--- config.mk ---
export PLATFORM = sky130hd
export DESIGN_NAME = bresenham_line_rasterizer_flat
export DESIGN_NICKNAME = d
export VERILOG_FILES = /design/src/rtl/blr_pkg.sv /design/src/rtl/blr_intf.sv /design/src/rtl/blr_stepper.sv /design/src/rtl/bresenham_line_rasterizer.sv /design/src/flat_wrapper.sv
export VERILOG_INCLUDE_DIRS = /design/src /design/src/rtl
export SDC_FILE = /design/constraint.sdc
export NUM_CORES = 1
export LEC_CHECK = 0
export ABC_CLOCK_PERIOD_IN_PS = 4950
export BUFFER_PORTS_ARGS = -buffer_cell sky130_fd_sc_hd__buf_2
export CAP_MARGIN = 5
export CORE_ASPECT_RATIO = 1.25
export CORE_UTILIZATION = 40
export DETAILED_ROUTE_END_ITERATION = 6
export GPL_ROUTABILITY_DRIVEN = 0
export PLACE_DENSITY_LB_ADDON = 0.1
export REMOVE_ABC_BUFFERS = 1
export SYNTH_ARGS = -nofsm -noshare
export SYNTH_HDL_FRONTEND = slang
export SYNTH_SLANG_ARGS = --single-unit
export TNS_END_PERCENT = 5
--- constraint.sdc ---
create_clock -name clk -period 4.95 [get_ports clk]
set_input_delay 0.99 -clock clk [delete_from_list [all_inputs] [get_ports clk]]
set_output_delay 0.99 -clock clk [all_outputs]
set_load 0.02 [all_outputs]
--- src/rtl/assert_macros.svh ---
// assertion macros of the line rasterizer, used by its top-level rtl file
// no dependencies; take in with an include of the bare file name
`ifndef ASSERT_MACROS_SVH
`define ASSERT_MACROS_SVH

// same-cycle implication under an active-low reset
`define ASSERT_IMPLIES(label, clk, rst_n, ante, cons) \
	label: assert property (@(posedge clk) disable iff (!(rst_n)) (ante) |-> (cons)) \
		else $error("same-cycle check failed");

// next-cycle implication under an active-low reset
`define ASSERT_NEXT(label, clk, rst_n, ante, cons) \
	label: assert property (@(posedge clk) disable iff (!(rst_n)) (ante) |=> (cons)) \
		else $error("next-cycle check failed");

`endif

--- src/rtl/blr_pkg.sv ---
// shared constants, codes and types of the line rasterizer
// no dependencies
`default_nettype none

package blr_pkg;

	localparam int MAX_DIM   = 64;
	localparam int COORD_W   = $clog2(MAX_DIM);
	localparam int IN_W      = 8;
	localparam int COLOR_W   = 8;
	localparam int WIN_W     = 7;
	localparam int CFG_IDX_W = 2;
	localparam int FRAC_W    = COORD_W + 3;

	localparam logic [CFG_IDX_W-1:0] REG_WINDOW_WIDTH  = CFG_IDX_W'(0);
	localparam logic [CFG_IDX_W-1:0] REG_WINDOW_HEIGHT = CFG_IDX_W'(1);

	localparam logic STATUS_OK     = 1'b0;
	localparam logic STATUS_REJECT = 1'b1;

	typedef enum logic [2:0] {
		S_IDLE,
		S_CHECK,
		S_SETUP,
		S_RUN,
		S_REJECT
	} state_t;

	// major axis a, minor axis b
	typedef struct packed {
		logic [COORD_W-1:0] a_start;
		logic [COORD_W-1:0] a_end;
		logic [COORD_W-1:0] b_start;
		logic [COORD_W-1:0] dmaj;
		logic [COORD_W-1:0] dmin;
		logic               sa_neg;
		logic               sb_neg;
		logic               ymajor;
	} step_load_t;

	typedef struct packed {
		logic load;
		logic advance;
	} step_ctrl_t;

endpackage

`default_nettype wire

--- src/rtl/blr_intf.sv ---
// channel interfaces of the line rasterizer: command, pixel and config write
// depends on blr_pkg
`default_nettype none

interface blr_cmd_if;
	logic                            valid;
	logic                            ready;
	logic signed [blr_pkg::IN_W-1:0] start_x;
	logic signed [blr_pkg::IN_W-1:0] start_y;
	logic signed [blr_pkg::IN_W-1:0] end_x;
	logic signed [blr_pkg::IN_W-1:0] end_y;
	logic [blr_pkg::COLOR_W-1:0]     pen_color;

	modport source (output valid, start_x, start_y, end_x, end_y, pen_color, input ready);
	modport sink (input valid, start_x, start_y, end_x, end_y, pen_color, output ready);
endinterface

interface blr_pix_if;
	logic                        valid;
	logic                        ready;
	logic [blr_pkg::COORD_W-1:0] pixel_x;
	logic [blr_pkg::COORD_W-1:0] pixel_y;
	logic [blr_pkg::COLOR_W-1:0] pixel_color;
	logic                        status;
	logic                        last;

	modport source (output valid, pixel_x, pixel_y, pixel_color, status, last, input ready);
	modport sink (input valid, pixel_x, pixel_y, pixel_color, status, last, output ready);
endinterface

interface blr_cfg_if;
	logic                          valid;
	logic                          ready;
	logic [blr_pkg::CFG_IDX_W-1:0] index;
	logic [blr_pkg::WIN_W-1:0]     data;

	modport source (output valid, index, data, input ready);
	modport sink (input valid, index, data, output ready);
endinterface

`default_nettype wire

--- src/rtl/blr_stepper.sv ---
// stepping unit of the line rasterizer: one Bresenham step along the major axis per advance
// depends on blr_pkg
`default_nettype none

module blr_stepper (
	input  wire logic                        clk,
	input  wire blr_pkg::step_load_t         load_data,
	input  wire blr_pkg::step_ctrl_t         ctrl,
	output logic [blr_pkg::COORD_W-1:0]      pix_x,
	output logic [blr_pkg::COORD_W-1:0]      pix_y,
	output logic                             at_end
);
	import blr_pkg::*;

	logic [COORD_W-1:0] a_q;
	logic [COORD_W-1:0] a_end_q;
	logic [COORD_W-1:0] b_q;
	logic [COORD_W-1:0] dmaj_q;
	logic [COORD_W-1:0] dmin_q;
	logic [FRAC_W-1:0]  frac_q;
	logic               sa_neg_q;
	logic               sb_neg_q;
	logic               ymajor_q;

	logic [FRAC_W-1:0]  frac_init;
	logic [FRAC_W-1:0]  frac_next;
	logic [FRAC_W-1:0]  maj_term;
	logic [COORD_W-1:0] a_inc;
	logic [COORD_W-1:0] b_inc;
	logic               minor_step;

	// frac starts at 2*dmin - dmaj
	assign frac_init = FRAC_W'({load_data.dmin, 1'b0}) - FRAC_W'(load_data.dmaj);

	assign minor_step = !frac_q[FRAC_W-1];
	assign maj_term   = minor_step ? FRAC_W'({dmaj_q, 1'b0}) : '0;
	assign frac_next  = frac_q + FRAC_W'({dmin_q, 1'b0}) - maj_term;

	// step of one in either direction
	assign a_inc = sa_neg_q ? {COORD_W{1'b1}} : COORD_W'(1);
	assign b_inc = sb_neg_q ? {COORD_W{1'b1}} : COORD_W'(1);

	always_ff @(posedge clk) begin
		if (ctrl.load) begin
			a_q      <= load_data.a_start;
			a_end_q  <= load_data.a_end;
			b_q      <= load_data.b_start;
			dmaj_q   <= load_data.dmaj;
			dmin_q   <= load_data.dmin;
			frac_q   <= frac_init;
			sa_neg_q <= load_data.sa_neg;
			sb_neg_q <= load_data.sb_neg;
			ymajor_q <= load_data.ymajor;
		end else if (ctrl.advance) begin
			a_q    <= a_q + a_inc;
			frac_q <= frac_next;
			if (minor_step) begin
				b_q <= b_q + b_inc;
			end
		end
	end

	assign pix_x  = ymajor_q ? b_q : a_q;
	assign pix_y  = ymajor_q ? a_q : b_q;
	assign at_end = (a_q == a_end_q);

endmodule

`default_nettype wire

--- src/rtl/bresenham_line_rasterizer.sv ---
// line rasterizer top level: window registers, command sequencer, stepping unit
// depends on blr_pkg, blr_intf, blr_stepper and assert_macros.svh
`default_nettype none

// Takes one line command at a time and emits its pixels in drawing order on
// the pixel channel, last set on the final one. A command with an end point
// outside the window gives one result with status set and zero coordinates.
// Lines with equal columns or equal rows run from the smaller to the larger
// coordinate; others step from start to end. cmd.ready is high only while
// the block is idle: a line or a rejected command occupies it until its
// last result is taken by the pixel sink, since the single stepping unit
// produces one pixel per cycle, while the sink accepts, after a window
// check state and a setup state. Window registers are written over cfg at
// any time the block is idle; values above 64 act as 64.
module bresenham_line_rasterizer (
	input wire logic   clk,
	input wire logic   arst_n,
	blr_cfg_if.sink    cfg,
	blr_cmd_if.sink    cmd,
	blr_pix_if.source  pixel
);
	import blr_pkg::*;

	`include "assert_macros.svh"

	state_t state_q;
	state_t state_d;

	logic [WIN_W-1:0] win_w_q;
	logic [WIN_W-1:0] win_h_q;
	logic [WIN_W-1:0] w_eff;
	logic [WIN_W-1:0] h_eff;

	logic [IN_W-1:0]    sx_q;
	logic [IN_W-1:0]    sy_q;
	logic [IN_W-1:0]    ex_q;
	logic [IN_W-1:0]    ey_q;
	logic [COLOR_W-1:0] color_q;

	logic [COORD_W-1:0] adx_q;
	logic [COORD_W-1:0] ady_q;
	logic               sxn_q;
	logic               syn_q;

	logic [COORD_W:0]   dx;
	logic [COORD_W:0]   dy;
	logic [COORD_W:0]   dx_neg;
	logic [COORD_W:0]   dy_neg;
	logic               in_win;

	step_load_t         load_data;
	step_ctrl_t         step_ctrl;
	logic [COORD_W-1:0] step_x;
	logic [COORD_W-1:0] step_y;
	logic               at_end;

	logic               ymajor;
	logic               straight;

	function automatic logic coord_ok(input logic [IN_W-1:0] v, input logic [WIN_W-1:0] lim);
		return !v[IN_W-1] && (v[WIN_W-1:0] < lim);
	endfunction

	assign cfg.ready = 1'b1;

	always_ff @(posedge clk or negedge arst_n) begin
		if (!arst_n) begin
			win_w_q <= WIN_W'(MAX_DIM);
			win_h_q <= WIN_W'(MAX_DIM);
		end else if (cfg.valid) begin
			unique case (cfg.index)
				REG_WINDOW_WIDTH:  win_w_q <= cfg.data;
				REG_WINDOW_HEIGHT: win_h_q <= cfg.data;
				default: ;
			endcase
		end
	end

	assign w_eff = (win_w_q > WIN_W'(MAX_DIM)) ? WIN_W'(MAX_DIM) : win_w_q;
	assign h_eff = (win_h_q > WIN_W'(MAX_DIM)) ? WIN_W'(MAX_DIM) : win_h_q;

	always_ff @(posedge clk or negedge arst_n) begin
		if (!arst_n) begin
			state_q <= S_IDLE;
		end else begin
			state_q <= state_d;
		end
	end

	// command payload
	always_ff @(posedge clk) begin
		if (cmd.valid && cmd.ready) begin
			sx_q    <= cmd.start_x;
			sy_q    <= cmd.start_y;
			ex_q    <= cmd.end_x;
			ey_q    <= cmd.end_y;
			color_q <= cmd.pen_color;
		end
	end

	assign in_win = coord_ok(sx_q, w_eff) && coord_ok(ex_q, w_eff)
		&& coord_ok(sy_q, h_eff) && coord_ok(ey_q, h_eff);

	// spans are only used once both points are known to be in window
	assign dx     = {1'b0, ex_q[COORD_W-1:0]} - {1'b0, sx_q[COORD_W-1:0]};
	assign dy     = {1'b0, ey_q[COORD_W-1:0]} - {1'b0, sy_q[COORD_W-1:0]};
	assign dx_neg = -dx;
	assign dy_neg = -dy;

	always_ff @(posedge clk) begin
		if (state_q == S_CHECK) begin
			sxn_q <= dx[COORD_W];
			syn_q <= dy[COORD_W];
			adx_q <= dx[COORD_W] ? dx_neg[COORD_W-1:0] : dx[COORD_W-1:0];
			ady_q <= dy[COORD_W] ? dy_neg[COORD_W-1:0] : dy[COORD_W-1:0];
		end
	end

	// equal spans step along rows
	assign ymajor   = !(adx_q > ady_q);
	assign straight = (adx_q == '0) || (ady_q == '0);

	always_comb begin
		if (ymajor) begin
			load_data.a_start = sy_q[COORD_W-1:0];
			load_data.a_end   = ey_q[COORD_W-1:0];
			load_data.b_start = sx_q[COORD_W-1:0];
			load_data.dmaj    = ady_q;
			load_data.dmin    = adx_q;
			load_data.sa_neg  = syn_q;
			load_data.sb_neg  = sxn_q;
		end else begin
			load_data.a_start = sx_q[COORD_W-1:0];
			load_data.a_end   = ex_q[COORD_W-1:0];
			load_data.b_start = sy_q[COORD_W-1:0];
			load_data.dmaj    = adx_q;
			load_data.dmin    = ady_q;
			load_data.sa_neg  = sxn_q;
			load_data.sb_neg  = syn_q;
		end
		load_data.ymajor = ymajor;
		// reversed straight runs go from the smaller coordinate up
		if (straight && load_data.sa_neg) begin
			load_data.a_start = ymajor ? ey_q[COORD_W-1:0] : ex_q[COORD_W-1:0];
			load_data.a_end   = ymajor ? sy_q[COORD_W-1:0] : sx_q[COORD_W-1:0];
			load_data.sa_neg  = 1'b0;
		end
	end

	blr_stepper u_stepper (
		.clk       (clk),
		.load_data (load_data),
		.ctrl      (step_ctrl),
		.pix_x     (step_x),
		.pix_y     (step_y),
		.at_end    (at_end)
	);

	always_comb begin
		state_d = state_q;
		unique case (state_q)
			S_IDLE: begin
				if (cmd.valid) begin
					state_d = S_CHECK;
				end
			end
			S_CHECK: begin
				state_d = in_win ? S_SETUP : S_REJECT;
			end
			S_SETUP: begin
				state_d = S_RUN;
			end
			S_RUN: begin
				if (pixel.ready && at_end) begin
					state_d = S_IDLE;
				end
			end
			S_REJECT: begin
				if (pixel.ready) begin
					state_d = S_IDLE;
				end
			end
			default: state_d = S_IDLE;
		endcase
	end

	always_comb begin
		cmd.ready         = 1'b0;
		pixel.valid       = 1'b0;
		pixel.pixel_x     = '0;
		pixel.pixel_y     = '0;
		pixel.pixel_color = '0;
		pixel.status      = STATUS_OK;
		pixel.last        = 1'b0;
		step_ctrl.load    = 1'b0;
		step_ctrl.advance = 1'b0;
		unique case (state_q)
			S_IDLE: begin
				cmd.ready = 1'b1;
			end
			S_CHECK: ;
			S_SETUP: begin
				step_ctrl.load = 1'b1;
			end
			S_RUN: begin
				pixel.valid       = 1'b1;
				pixel.pixel_x     = step_x;
				pixel.pixel_y     = step_y;
				pixel.pixel_color = color_q;
				pixel.last        = at_end;
				step_ctrl.advance = pixel.ready && !at_end;
			end
			S_REJECT: begin
				pixel.valid  = 1'b1;
				pixel.status = STATUS_REJECT;
				pixel.last   = 1'b1;
			end
			default: ;
		endcase
	end

	`ASSERT_NEXT(a_busy_after_cmd, clk, arst_n, cmd.valid && cmd.ready, !cmd.ready)
	`ASSERT_IMPLIES(a_pixel_in_window, clk, arst_n, pixel.valid && (pixel.status == STATUS_OK), ({1'b0, pixel.pixel_x} < w_eff) && ({1'b0, pixel.pixel_y} < h_eff))
	`ASSERT_NEXT(a_idle_after_last, clk, arst_n, pixel.valid && pixel.ready && pixel.last, cmd.ready)

endmodule

`default_nettype wire

--- src/flat_wrapper.sv ---
// flat-port wrapper written by rule: the top's interface ports become plain ports
module bresenham_line_rasterizer_flat import blr_pkg::*;
  (clk, arst_n, cfg_valid, cfg_index, cfg_data, cfg_ready, cmd_valid, cmd_start_x, cmd_start_y, cmd_end_x, cmd_end_y, cmd_pen_color, cmd_ready, pixel_valid, pixel_pixel_x, pixel_pixel_y, pixel_pixel_color, pixel_status, pixel_last, pixel_ready);
  blr_cfg_if cfg_i ();
  blr_cmd_if cmd_i ();
  blr_pix_if pixel_i ();
  input wire logic clk;
  input wire logic arst_n;
  input wire logic [$bits(cfg_i.valid)-1:0] cfg_valid;
  input wire logic [$bits(cfg_i.index)-1:0] cfg_index;
  input wire logic [$bits(cfg_i.data)-1:0] cfg_data;
  output wire logic [$bits(cfg_i.ready)-1:0] cfg_ready;
  input wire logic [$bits(cmd_i.valid)-1:0] cmd_valid;
  input wire logic [$bits(cmd_i.start_x)-1:0] cmd_start_x;
  input wire logic [$bits(cmd_i.start_y)-1:0] cmd_start_y;
  input wire logic [$bits(cmd_i.end_x)-1:0] cmd_end_x;
  input wire logic [$bits(cmd_i.end_y)-1:0] cmd_end_y;
  input wire logic [$bits(cmd_i.pen_color)-1:0] cmd_pen_color;
  output wire logic [$bits(cmd_i.ready)-1:0] cmd_ready;
  output wire logic [$bits(pixel_i.valid)-1:0] pixel_valid;
  output wire logic [$bits(pixel_i.pixel_x)-1:0] pixel_pixel_x;
  output wire logic [$bits(pixel_i.pixel_y)-1:0] pixel_pixel_y;
  output wire logic [$bits(pixel_i.pixel_color)-1:0] pixel_pixel_color;
  output wire logic [$bits(pixel_i.status)-1:0] pixel_status;
  output wire logic [$bits(pixel_i.last)-1:0] pixel_last;
  input wire logic [$bits(pixel_i.ready)-1:0] pixel_ready;
  assign cfg_i.valid = cfg_valid;
  assign cfg_i.index = cfg_index;
  assign cfg_i.data = cfg_data;
  assign cfg_ready = cfg_i.ready;
  assign cmd_i.valid = cmd_valid;
  assign cmd_i.start_x = cmd_start_x;
  assign cmd_i.start_y = cmd_start_y;
  assign cmd_i.end_x = cmd_end_x;
  assign cmd_i.end_y = cmd_end_y;
  assign cmd_i.pen_color = cmd_pen_color;
  assign cmd_ready = cmd_i.ready;
  assign pixel_valid = pixel_i.valid;
  assign pixel_pixel_x = pixel_i.pixel_x;
  assign pixel_pixel_y = pixel_i.pixel_y;
  assign pixel_pixel_color = pixel_i.pixel_color;
  assign pixel_status = pixel_i.status;
  assign pixel_last = pixel_i.last;
  assign pixel_i.ready = pixel_ready;
  bresenham_line_rasterizer u_core (.clk(clk), .arst_n(arst_n), .cfg(cfg_i), .cmd(cmd_i), .pixel(pixel_i));
endmodule
# After elaboration in Yosys (flattened, before gate mapping)
# Index checks and enable logic that the tools add are counted.
# totals
regBits,113
wordCells,109
# classes
n_addsub,9
magnitude_cmp,7
n_eq_ne,10
muxes,34
reduce_logical,28
# op_table
cell,n
$mux 6,15
$mux 32,1
$lt 7x7->1,4
$mux 7,3
$mux 9,2
$pmux 3 s5,1
$gt 7x7->1 const B,2
$sub 6x6->7,2
$add 6x6->6,2
$logic_not 6->1,2
$mux 12,1
$mux 3,4
$neg 6->6,2
$logic_and 1x1->1,11
$add 9x7->9,1
$sub 9x7->9,1
$mux 8,1
$sub 7x6->8,1
$eq 3x2->1 const B,2
$eq 6x6->1,1
$gt 6x6->1,1
$logic_not 1->1,6
$reduce_and 2->1,3
$mux 1,5
12 further kinds,14

# Logic depth before layout (Yosys ltp)
# Gate-level depths: netlist (run 1).
# depth
word_depth,9
depth_mapped,18
mapped_depth_nobuf,16

# Cells and area by module
# A second synthesis (run 1) with hierarchy kept.
# hier_totals
hier_cells,686
hier_area_um2,7260.7
# modules_own_cells
module,n_inst,cells_each,area_per_inst_um2
bresenham_line_rasterizer,1,418,4459.3
blr_stepper,1,268,2801.4

# Least setup slack after synthesis (run 1)
# No wires, ideal clock.
# synth_path
path_type,in2reg
from,input port cmd_valid
to,register u_core.color_q[0] (enable)
setup_time_ps,487
t_arrival_ps,3793
setup_slack_ps,670
stages,2
cell_sequence,nand2b_1 -> nor3_1
# synth_via
elab_chain_len,1
# synth_lines
item,line,source
"start, declared",flat_wrapper.sv:13,input wire logic [$bits(cmd_i.valid)-1:0] cmd_valid;
$logic_and 1x1->1,bresenham_line_rasterizer.sv:92,if (cmd.valid && cmd.ready) begin
"end signal, assigned",bresenham_line_rasterizer.sv:97,color_q <= cmd.pen_color;
"end, declared",bresenham_line_rasterizer.sv:38,logic [COLOR_W-1:0] color_q;
# No other way between the ends.
# A chain may end at the register's enable or synchronous reset.

==> out/qor.txt, run 1 <==
Root Buffer Master = clkbuf_16
Leak Pwr = 0.003571 µW
Final Hold Viols = 0
Hold Buf Count CTS = 0
Worst ir drop on vdd = 0.2013 mV
Path type of the worst min-delay path = reg2reg
Power density over the cells = 518.0 mW/mm²
Clock H-tree levels = 3
Count of warnings emitted by yosys = 0
Cell accounting for the most synthesized area = edfxtp_1
First-pass GRT wire length = 23.87 mm
Number of setup violations in the final report = 0
Total inserted antenna cells = 0
Share of the cycle needed by the critical path after routing = 0.8199
Detailed-route wire length per cell = 16.34 µm
Via-to-Cell Ratio = 5.020
Antenna violations before repair = 0
Number of flops mapped to enable cells by yosys = 95
CTS tree = built
Initial Util = 0.4078
Kind of end point of the critical path = flop
Most frequent cell on the critical path = ha_1
Die width = 121.2 µm
Post-route minimum period = 4.059 ns
Synthesized area divided by synthesized cell count = 11.26 µm²
Fraction of final layout cells sized beyond drive strength 1 = 0.1879
Overall routed net length = 15.31 mm
Top cells by count, synth = edfxtp_1 (95), inv_1 (74), ha_1 (63), a21oi_1 (43), nor2_1 (38)
Core Footprint = 0.01743 mm²
Largest cells by area after synthesis = edfxtp_1 (40%), ha_1 (11%), dfrtp_1 (5.3%), mux2i_1 (4.1%), inv_1 (3.9%)
Number of cell rows = 54
Clk_skew = 0.01231 ns
GRT Total Usage = 0.1739
Max Root-Sink Buffers = 2
Cts bufs inserted = 9
Library cell contributing the largest single delay on the critical path = a31oi_4
Final count of pins violating max slew = 0
Combined area of all synthesized cells = 0.007108 mm²
Height of the chip = 151.0 µm
DIE AREA = 0.01831 mm²
Post-cts sizing count = 0
Number of buffer cells added on primary ports = 77
Flip-flop and latch count after synthesis = 112
Number of DRC violations after detailed-routing iteration 0 = 234
Number of global-route vias before repair = 4772
Most used standard cell by instance count after synthesis = edfxtp_1
Worst setup SP type = flop
Cell count after synthesis = 631
Family with the most delay on the worst path = compound AO/OA/AOI/OAI gates
Distinct cell type count of the synthesized netlist = 63
Maximum number of pins on one net before global-route repair = 41
Status = finished, final reports clean
Routed via count = 4704
Achievable clock frequency = 246.4 MHz
Sequential element share of the synthesized area = 0.4615
Layout net count = 837
Worst slew margin relative to its limit = 0.2124
Post-CTS repair timing setup buffer count = 0
Clock sink count = 112
Dominant synthesized flop cell = edfxtp_1
P&R area growth vs syn = 12.76%
Gr ovfl total = 0
Ys async rst share = 0.1518
Number of iterations in the first detailed-routing pass = 4
Io pins = 79
Cell chain of the critical path = inv_1, ha_1, and4_4, and3_4, a31oi_4, mux2_2, ha_1, or4_1, a31oi_1, a21oi_1, a2111o_1, o21ai_1
Critical path type = reg2reg
Drc violations = 0
Largest driver fanout on the critical path = 32
Buffers plus inverters on the worst setup path = 1
Register-to-register setup slack = 0.89 ns
Crit path largest cell delay = 0.69 ns
Endpoint required time on the critical path = 5.17 ns
Clock-pin slew reported for the worst setup and hold paths after clock tree synthesis = 0.08 ns
Max-capacitance violation count = 0
HPWL after detailed placement = 12.30 mm
Synth top area share = 0.4013
DRT antenna net count = 0
Clock insertion delay at the later pin of the skew report = 0.36 ns
Number of filler cells placed in the layout = 1644
Worst-Margin Slew = 1.176 ns
Sum of negative setup slack = 0 ns
Worst Hold Slack = 0.5177 ns
Critical path data arrival time = 4.28 ns
Unrepaired setup endpoints after global routing = no
cell usage in the layout, fill, tap and decap left out, types with 6 or more instances in the layout:
| master | netlist | layout |
|---|---|---|
| edfxtp_1 | 95 | 95 |
| buf_2 | 4 | 77 |
| inv_1 | 74 | 74 |
| ha_1 | 63 | 63 |
| a21oi_1 | 43 | 43 |
| nor2_1 | 38 | 38 |
| nand2_1 | 33 | 33 |
| xnor2_1 | 31 | 31 |
| mux2i_1 | 29 | 29 |
| a21o_1 | 21 | 21 |
| mux2_2 | 18 | 18 |
| o21ai_0 | 16 | 16 |
| dfrtp_1 | 15 | 15 |
| nor2b_1 | 13 | 13 |
| fa_1 | 12 | 12 |
| xor2_1 | 11 | 11 |
| nand3_1 | 11 | 11 |
| clkbuf_16 | 0 | 9 |
| and2_1 | 8 | 8 |
| a211oi_1 | 6 | 6 |
| nand4_1 | 6 | 6 |
metal layers:
metal / global-route usage / routed length [µm]
met3: 0.03163 / 406
met2: 0.3157 / 7967
met1: 0.2042 / 6617
met5: 0 / 0
met4: 0.06111 / 321
metrics by stage:
stage          worst slack (ns)  total power (µW)  utilization  area [µm²]  instances
2_1_floorplan            0.6700              2933            -        7028        616
6_report                 0.8913              4152       0.4598        8015        937
5_1_grt                  0.7088              4459       0.4598        8015        937
4_1_cts                  0.9001              4195       0.4598        8015        937
3_5_place_dp             0.9509              3474       0.4437        7734        921
3_3_place_gp              1.018              3430       0.4437        7734        921
power breakdown:
| group | switching [µW] | internal [µW] | leakage, µW |
|---|---|---|---|
| clock | 356 | 351 | 0.000138 |
| sequential | 116 | 1290 | 0.00108 |
| combinational | 1180 | 865 | 0.00236 |
registers in the layout, summed over array words and instances (netlist names), 7 cells and up:
| signal | count |
|---|---|
| u_core.color_q | 8 |
| u_core.ex_q | 8 |
| u_core.ey_q | 8 |
| u_core.sx_q | 8 |
| u_core.sy_q | 8 |
| u_core.u_stepper.frac_q | 8 |
| u_core.win_h_q | 7 |
| u_core.win_w_q | 7 |
worst paths after layout:
check | start | end | depth (start not counted)
min | u_core.win_h_q[4] | u_core.win_h_q[4] | 1
max reg2reg | u_core.ady_q[5] | u_core.u_stepper.frac_q[8] | 12
max | u_core.ady_q[5] | u_core.u_stepper.frac_q[8] | 12
min reg2reg | u_core.win_h_q[4] | u_core.win_h_q[4] | 1
min in group asynchronous | arst_n | u_core.state_q[0] | 1
max in group asynchronous | arst_n | u_core.win_h_q[6] | 1
cell type report:
cell class	count	area, µm²	area share
multi-input combinational	429	3476	0.4337
sequential	112	3281	0.4093
timing repair buffer	81	415.4	0.05183
inverter	75	281.5	0.03512
tap	224	280.3	0.03497
clock buffer	10	229.0	0.02857
clock inverter	6	52.55	0.006556
cells by family (layout without fill, tap and decap cells):
| kind of cell | after synthesis | in the layout | synth area share |
|---|---|---|---|
| and+or+nand+nor | 142 | 142 | 0.1023 |
| AOI/OAI and AO/OA | 113 | 113 | 0.1010 |
| DFF | 112 | 112 | 0.4615 |
| buffers and inverters | 90 | 172 | 0.05087 |
| adders and majority gates | 75 | 75 | 0.1447 |
| muxes | 56 | 56 | 0.08731 |
| xor gates and xnor gates | 42 | 42 | 0.05175 |
| other | 1 | 1 | 0.0005276 |
No activity file was read; power rests on OpenSTA's default activity.
==> run 2, diff against run 1 <==
--- a/config.mk
+++ b/config.mk
@@ -6,7 +6,7 @@
 export SDC_FILE = /design/constraint.sdc
 export NUM_CORES = 1
 export LEC_CHECK = 0
-export ABC_CLOCK_PERIOD_IN_PS = 4950
+export ABC_CLOCK_PERIOD_IN_PS = 3800
 export BUFFER_PORTS_ARGS = -buffer_cell sky130_fd_sc_hd__buf_2
 export CAP_MARGIN = 5
 export CORE_ASPECT_RATIO = 1.25
==> constraint.sdc (replaced) <==
create_clock -name clk -period 3.8 [get_ports clk]
set_input_delay 0.76 -clock clk [delete_from_list [all_inputs] [get_ports clk]]
set_output_delay 0.76 -clock clk [all_outputs]
set_load 0.02 [all_outputs]
==> out/qor.txt, run 2 (same netlist as run 1, synthesis figures left out) <==
Status = finished, final reports clean
FF-to-FF Start = u_core.adx_q[5]
DIE AREA = 0.01831 mm²
Minimum setup slack after placement = 0.2521 ns
Worst-Margin Slew = 0.9028 ns
Sum of negative setup slack = 0 ns
P&R area growth vs syn = 13.61%
Number of DRC violations after detailed-routing iteration 0 = 228
First-pass GRT wire length = 25.13 mm
Kind of end point of the critical path = flop
Post-CTS repair timing setup buffer count = 0
Unrepaired setup endpoints after global routing = no
Multi-input combinational cell area = 0.003476 mm²
Register area = 0.003281 mm²
Overall routed net length = 15.51 mm
Leak Pwr = 0.003604 µW
DRT antenna net count = 0
Number of cell rows = 54
Final count of pins violating max slew = 0
Cts bufs inserted = 9
GRT Total Usage = 0.1808
Number of iterations in the first detailed-routing pass = 4
Count of placed standard cells in the final layout, fillers left out = 941
Worst-case reg-to-reg path depth = 11
Most frequent cell on the critical path = ha_1
Critical Path Source = u_core.adx_q[5]
Power density over the cells = 681.2 mW/mm²
HPWL after detailed placement = 12.56 mm
Worst setup SP type = flop
Worst Hold Slack = 0.3166 ns
Clk_skew = 0.01364 ns
Maximum number of pins on one net before global-route repair = 41
Detailed-route wire length per cell = 16.48 µm
Number of filler cells placed in the layout = 1666
Library cell contributing the largest single delay on the critical path = or4_1
Path type of the worst min-delay path = in2async
Register-to-register setup slack = 0.21 ns
Layout net count = 841
Via-to-Cell Ratio = 5.118
Final Power = 5501 µW
Initial Util = 0.4078
Worst setup path endpoint = u_core.u_stepper.frac_q[7]
Worst slew margin relative to its limit = 0.3918
Die width = 121.2 µm
Amount of wire on met3 after detailed routing = 382 µm
Crit path largest cell delay = 0.55 ns
Hold Buf Count CTS = 0
Cells after DPL = 925
Worst ir drop on vdd = 0.3274 mV
Root Buffer Master = clkbuf_16
Max-capacitance violation count = 0
Destination of the worst register-to-register timing path = u_core.u_stepper.frac_q[7]
Largest driver fanout on the critical path = 9
Clock-pin slew reported for the worst setup and hold paths after clock tree synthesis = 0.07 ns
CTS tree = built
Routed length on met1 = 6.564 mm
Share of the cycle needed by the critical path after routing = 0.9450
Final Hold Viols = 0
Endpoint required time on the critical path = 4.02 ns
Clock insertion delay at the later pin of the skew report = 0.37 ns
Gr ovfl total = 0
Most used cells in the layout excluding fill and tap cells = edfxtp_1 (95), buf_2 (77), inv_1 (74)
Clock sink count = 112
Most common cell after layout, fill and taps aside = edfxtp_1
Cell chain of the critical path = ha_1, and4_4, and3_4, a31oi_4, mux2_2, ha_1, or4_1, a31oi_1, a21oi_1, a2111o_1, o21ai_1
Total inserted antenna cells = 0
Critical path data arrival time = 3.81 ns
Achievable clock frequency = 278.5 MHz
Detailed route wirelength on metal2 = 8.292 mm
Clock H-tree levels = 3
Antenna violations before repair = 0
Io pins = 79
Drc violations = 0
Max Root-Sink Buffers = 2
Height of the chip = 151.0 µm
Number of buffer cells added on primary ports = 77
Final Worst Setup Slack = 0.2091 ns
Critical path type = reg2reg
Core Footprint = 0.01743 mm²
Fraction of final layout cells sized beyond drive strength 1 = 0.1939
Post-route minimum period = 3.591 ns
Post-cts sizing count = 0
Number of setup violations in the final report = 0
Top layer reached by signal wires = met4
Routed via count = 4816
Number of global-route vias before repair = 4964
==> run 2: changes by cell type in the layout (fill, tap and decap cells not counted), sizes merged <==
cell | before | now
buf | 81 | 85
bufinv | 0 | 1
clkinv | 4 | 2
clkinvlp | 0 | 1
==> run 2: stage by stage <==
stage	utilization	instance area, µm²
after floorplan	-	7028
after global placement	0.4454	7764
after detailed placement	0.4454	7764
after CTS	0.4633	8075
after global routing	0.4633	8075
final	0.4633	8075
==> run 2: how the worst min path moves through the flow <==
stage	from	end	depth (start not counted)
6_report	arst_n	u_core.win_w_q[5]	1
5_1_grt	arst_n	u_core.state_q[0]	1
4_1_cts	arst_n	u_core.state_q[0]	1
3_5_place_dp	u_core.win_h_q[4]	u_core.win_h_q[4]	1
3_3_place_gp	u_core.win_h_q[0]	u_core.win_h_q[0]	1
2_1_floorplan	arst_n	u_core.state_q[0]	0
==> run 2: area by class of cell <==
type,instances,share of cell area
Multi-Input combinational cell,429,0.4304
Sequential cell,112,0.4063
Timing Repair Buffer,85,0.05516
Inverter,75,0.03486
Tap cell,224,0.03471
Clock buffer,10,0.02959
Clock inverter,6,0.008987
==> run 2: metal layers <==
layer	GRT usage	vias to the layer above
met4	0.06728	0
met1	0.2131	2331
met2	0.3314	76
met5	0	-
li1	-	2393
met3	0.02523	16
==> run 2: worst max-delay path, delay by kind of cell, from the launching register on <==
family / cells / cell delay, ns
AND/OR/NAND/NOR: 3 / 0.93
adder cells (fa/ha/maj): 2 / 0.62
AO/OA/AOI/OAI: 5 / 1.06
flip-flops: 1 / 0.44
multiplexers: 1 / 0.40
==> run 2: where the power goes <==
group          switching, µW  internal (µW)  total, µW
clock network            460            538        998
logic                   1530           1140       2670
registers                155           1680       1830
==> run 3, diff against run 2 <==
--- a/config.mk
+++ b/config.mk
@@ -6,7 +6,7 @@
 export SDC_FILE = /design/constraint.sdc
 export NUM_CORES = 1
 export LEC_CHECK = 0
-export ABC_CLOCK_PERIOD_IN_PS = 3800
+export ABC_CLOCK_PERIOD_IN_PS = 3500
 export BUFFER_PORTS_ARGS = -buffer_cell sky130_fd_sc_hd__buf_2
 export CAP_MARGIN = 5
 export CORE_ASPECT_RATIO = 1.25
==> constraint.sdc (replaced) <==
create_clock -name clk -period 3.5 [get_ports clk]
set_input_delay 0.7 -clock clk [delete_from_list [all_inputs] [get_ports clk]]
set_output_delay 0.7 -clock clk [all_outputs]
set_load 0.02 [all_outputs]
==> out/qor.txt, run 3 (same netlist as run 1, synthesis figures left out) <==
Detailed-route wire length per cell = 16.21 µm
Number of setup violations in the final report = 0
Worst-case reg-to-reg path depth = 14
Gr ovfl total = 0
Maximum number of pins on one net before global-route repair = 41
Achievable clock frequency = 291.0 MHz
Layout net count = 855
Switching Share = 0.3874
Utilization after layout = 0.4735
Library cell contributing the largest single delay on the critical path = edfxtp_1
Reg power frac = 0.316
Destination of the worst register-to-register timing path = u_core.u_stepper.frac_q[8]
P&R area growth vs syn = 16.12%
Number of cell rows = 54
Die width = 121.2 µm
Top layer reached by signal wires = met4
FF-to-FF Start = u_core.ady_q[5]
Worst setup SP type = flop
Clock insertion delay at the later pin of the skew report = 0.36 ns
Critical path data arrival time = 3.66 ns
Cts bufs inserted = 9
Final count of pins violating max slew = 0
First-pass GRT wire length = 24.31 mm
Total inserted antenna cells = 0
Kind of end point of the critical path = flop
Register-to-register setup slack = 0.06 ns
DRT antenna net count = 0
Clock sink count = 112
Power density over the cells = 761.8 mW/mm²
Path type of the worst min-delay path = in2async
Cell-internal power = 3852 µW
Most used cells in the layout excluding fill and tap cells = edfxtp_1 (95), buf_2 (77), inv_1 (74)
Post-route minimum period = 3.436 ns
Number of iterations in the first detailed-routing pass = 4
Antenna violations before repair = 0
Worst ir drop on vdd = 0.3209 mV
Routed via count = 4850
Final Hold Viols = 0
Height of the chip = 151.0 µm
Leak Pwr = 0.003685 µW
HPWL after detailed placement = 12.44 mm
CTS tree = built
Amount of wire on met3 after detailed routing = 419 µm
Overall routed net length = 15.48 mm
Worst Hold Slack = 0.2672 ns
Critical path type = reg2reg
Net switching power = 2436 µW
Number of DRC violations after detailed-routing iteration 0 = 202
Drc violations = 0
Number of global-route vias before repair = 4857
Root Buffer Master = clkbuf_16
Worst-Margin Slew = 0.9489 ns
Io pins = 79
Clock-pin slew reported for the worst setup and hold paths after clock tree synthesis = 0.08 ns
Clock H-tree levels = 3
Via-to-Cell Ratio = 5.079
Crit path largest cell delay = 0.44 ns
Status = finished, final reports clean
GRT Total Usage = 0.1756
Clk_skew = 0.01372 ns
Max-capacitance violation count = 0
Number of filler cells placed in the layout = 1657
Routed length on met1 = 6.640 mm
Initial Util = 0.4078
Part of the power in the clock network = 0.161
Max Root-Sink Buffers = 2
Number of buffer cells added on primary ports = 77
DIE AREA = 0.01831 mm²
Combinational Power Share = 0.523
Endpoint required time on the critical path = 3.72 ns
Detailed route wirelength on metal2 = 8.138 mm
Most common cell after layout, fill and taps aside = edfxtp_1
Share of the cycle needed by the critical path after routing = 0.9818
Core Footprint = 0.01743 mm²
Fraction of final layout cells sized beyond drive strength 1 = 0.2189
Largest driver fanout on the critical path = 9
Cell chain of the critical path = inv_1, ha_4, and4_4, and3_4, a31oi_4, buf_12, buf_6, mux2_2, ha_2, or4_1, a31oi_1, a21oi_2, a2111o_1, o21ai_1
Worst slew margin relative to its limit = 0.3607
run 3: cell types whose count changed in the layout (fill, tap and decap cells not counted), sizes merged:
cell      before  now
buf           85   98
bufinv         1    0
clkinv         2    3
clkinvlp       1    0
inv           77   79
run 3: power groups by stage:
stage          registers [µW]  clock network (µW)  logic [µW]
2_1_floorplan            1960                   0        2190
3_3_place_gp             2010                   0        2910
3_5_place_dp             2020                   0        2930
4_1_cts                  1990                1050        2960
5_1_grt                  2020                1080        3630
6_report                 1990                1010        3290
run 3: stage by stage:
stage / instance area, µm² / power [µW] / instances / setup slack [ns] / TNS (ns)
finish: 8254 / 6288 / 955 / 0.06376 / 0
global route: 8254 / 6732 / 955 / -0.04800 / -0.1227
CTS: 8098 / 5997 / 947 / 0.008281 / 0
detailed placement: 7809 / 4950 / 931 / 0.003993 / 0
global placement: 7809 / 4917 / 931 / 0.06468 / 0
floorplan: 7028 / 4149 / 616 / -0.5026 / -21.34
run 3: metal layers:
metal,track usage,vias to the layer above
met4,0.05802,0
met2,0.3191,75
li1,-,2424
met1,0.2078,2332
met5,0,-
met3,0.03125,19
run 3: how the worst max path moves through the flow:
stage	from	endpoint	slack (ns)	depth (start not counted)
final	u_core.ady_q[5]	u_core.u_stepper.frac_q[8]	0.06	14
after CTS	u_core.ady_q[5]	u_core.u_stepper.frac_q[8]	0.008	12
after global placement	u_core.ady_q[5]	u_core.u_stepper.frac_q[7]	0.06	14
after global routing	u_core.ady_q[5]	u_core.u_stepper.frac_q[8]	-0.05	14
after floorplan	u_core.adx_q[5]	u_core.u_stepper.frac_q[7]	-0.50	11
after detailed placement	u_core.ady_q[5]	u_core.u_stepper.frac_q[8]	0.004	14
run 3: worst max-delay path: cells and delay by family, from the launching register on:
family / cells / cell delay [ns]
AOI/OAI and AO/OA: 5 / 0.96
adders and majority gates: 2 / 0.43
buffers and inverters: 3 / 0.38
DFF: 1 / 0.44
muxes: 1 / 0.34
and+or+nand+nor: 3 / 0.76
run 3: final cells by class:
cell class / count / area (µm²) / share of cell area
multi-input combinational: 429 / 3530 / 0.4276
sequential: 112 / 3281 / 0.3975
timing repair buffer: 99 / 596.8 / 0.07231
inverter: 75 / 281.5 / 0.03411
tap: 224 / 280.3 / 0.03395
clock buffer: 9 / 225.2 / 0.02729
clock inverter: 7 / 60.06 / 0.007276
run 3: repair_timing:
| item | 4_1_cts | 5_1_grt |
|---|---|---|
| setup endpoints to repair | 2 | 4 |
| buffers inserted | 0 | 7 |
| cloned | 0 | 1 |
| pin swaps | 0 | 3 |
| hold buffers | 0 | 0 |
| gates resized for setup | 1 | 11 |
| hold endpoints to repair | 0 | 0 |
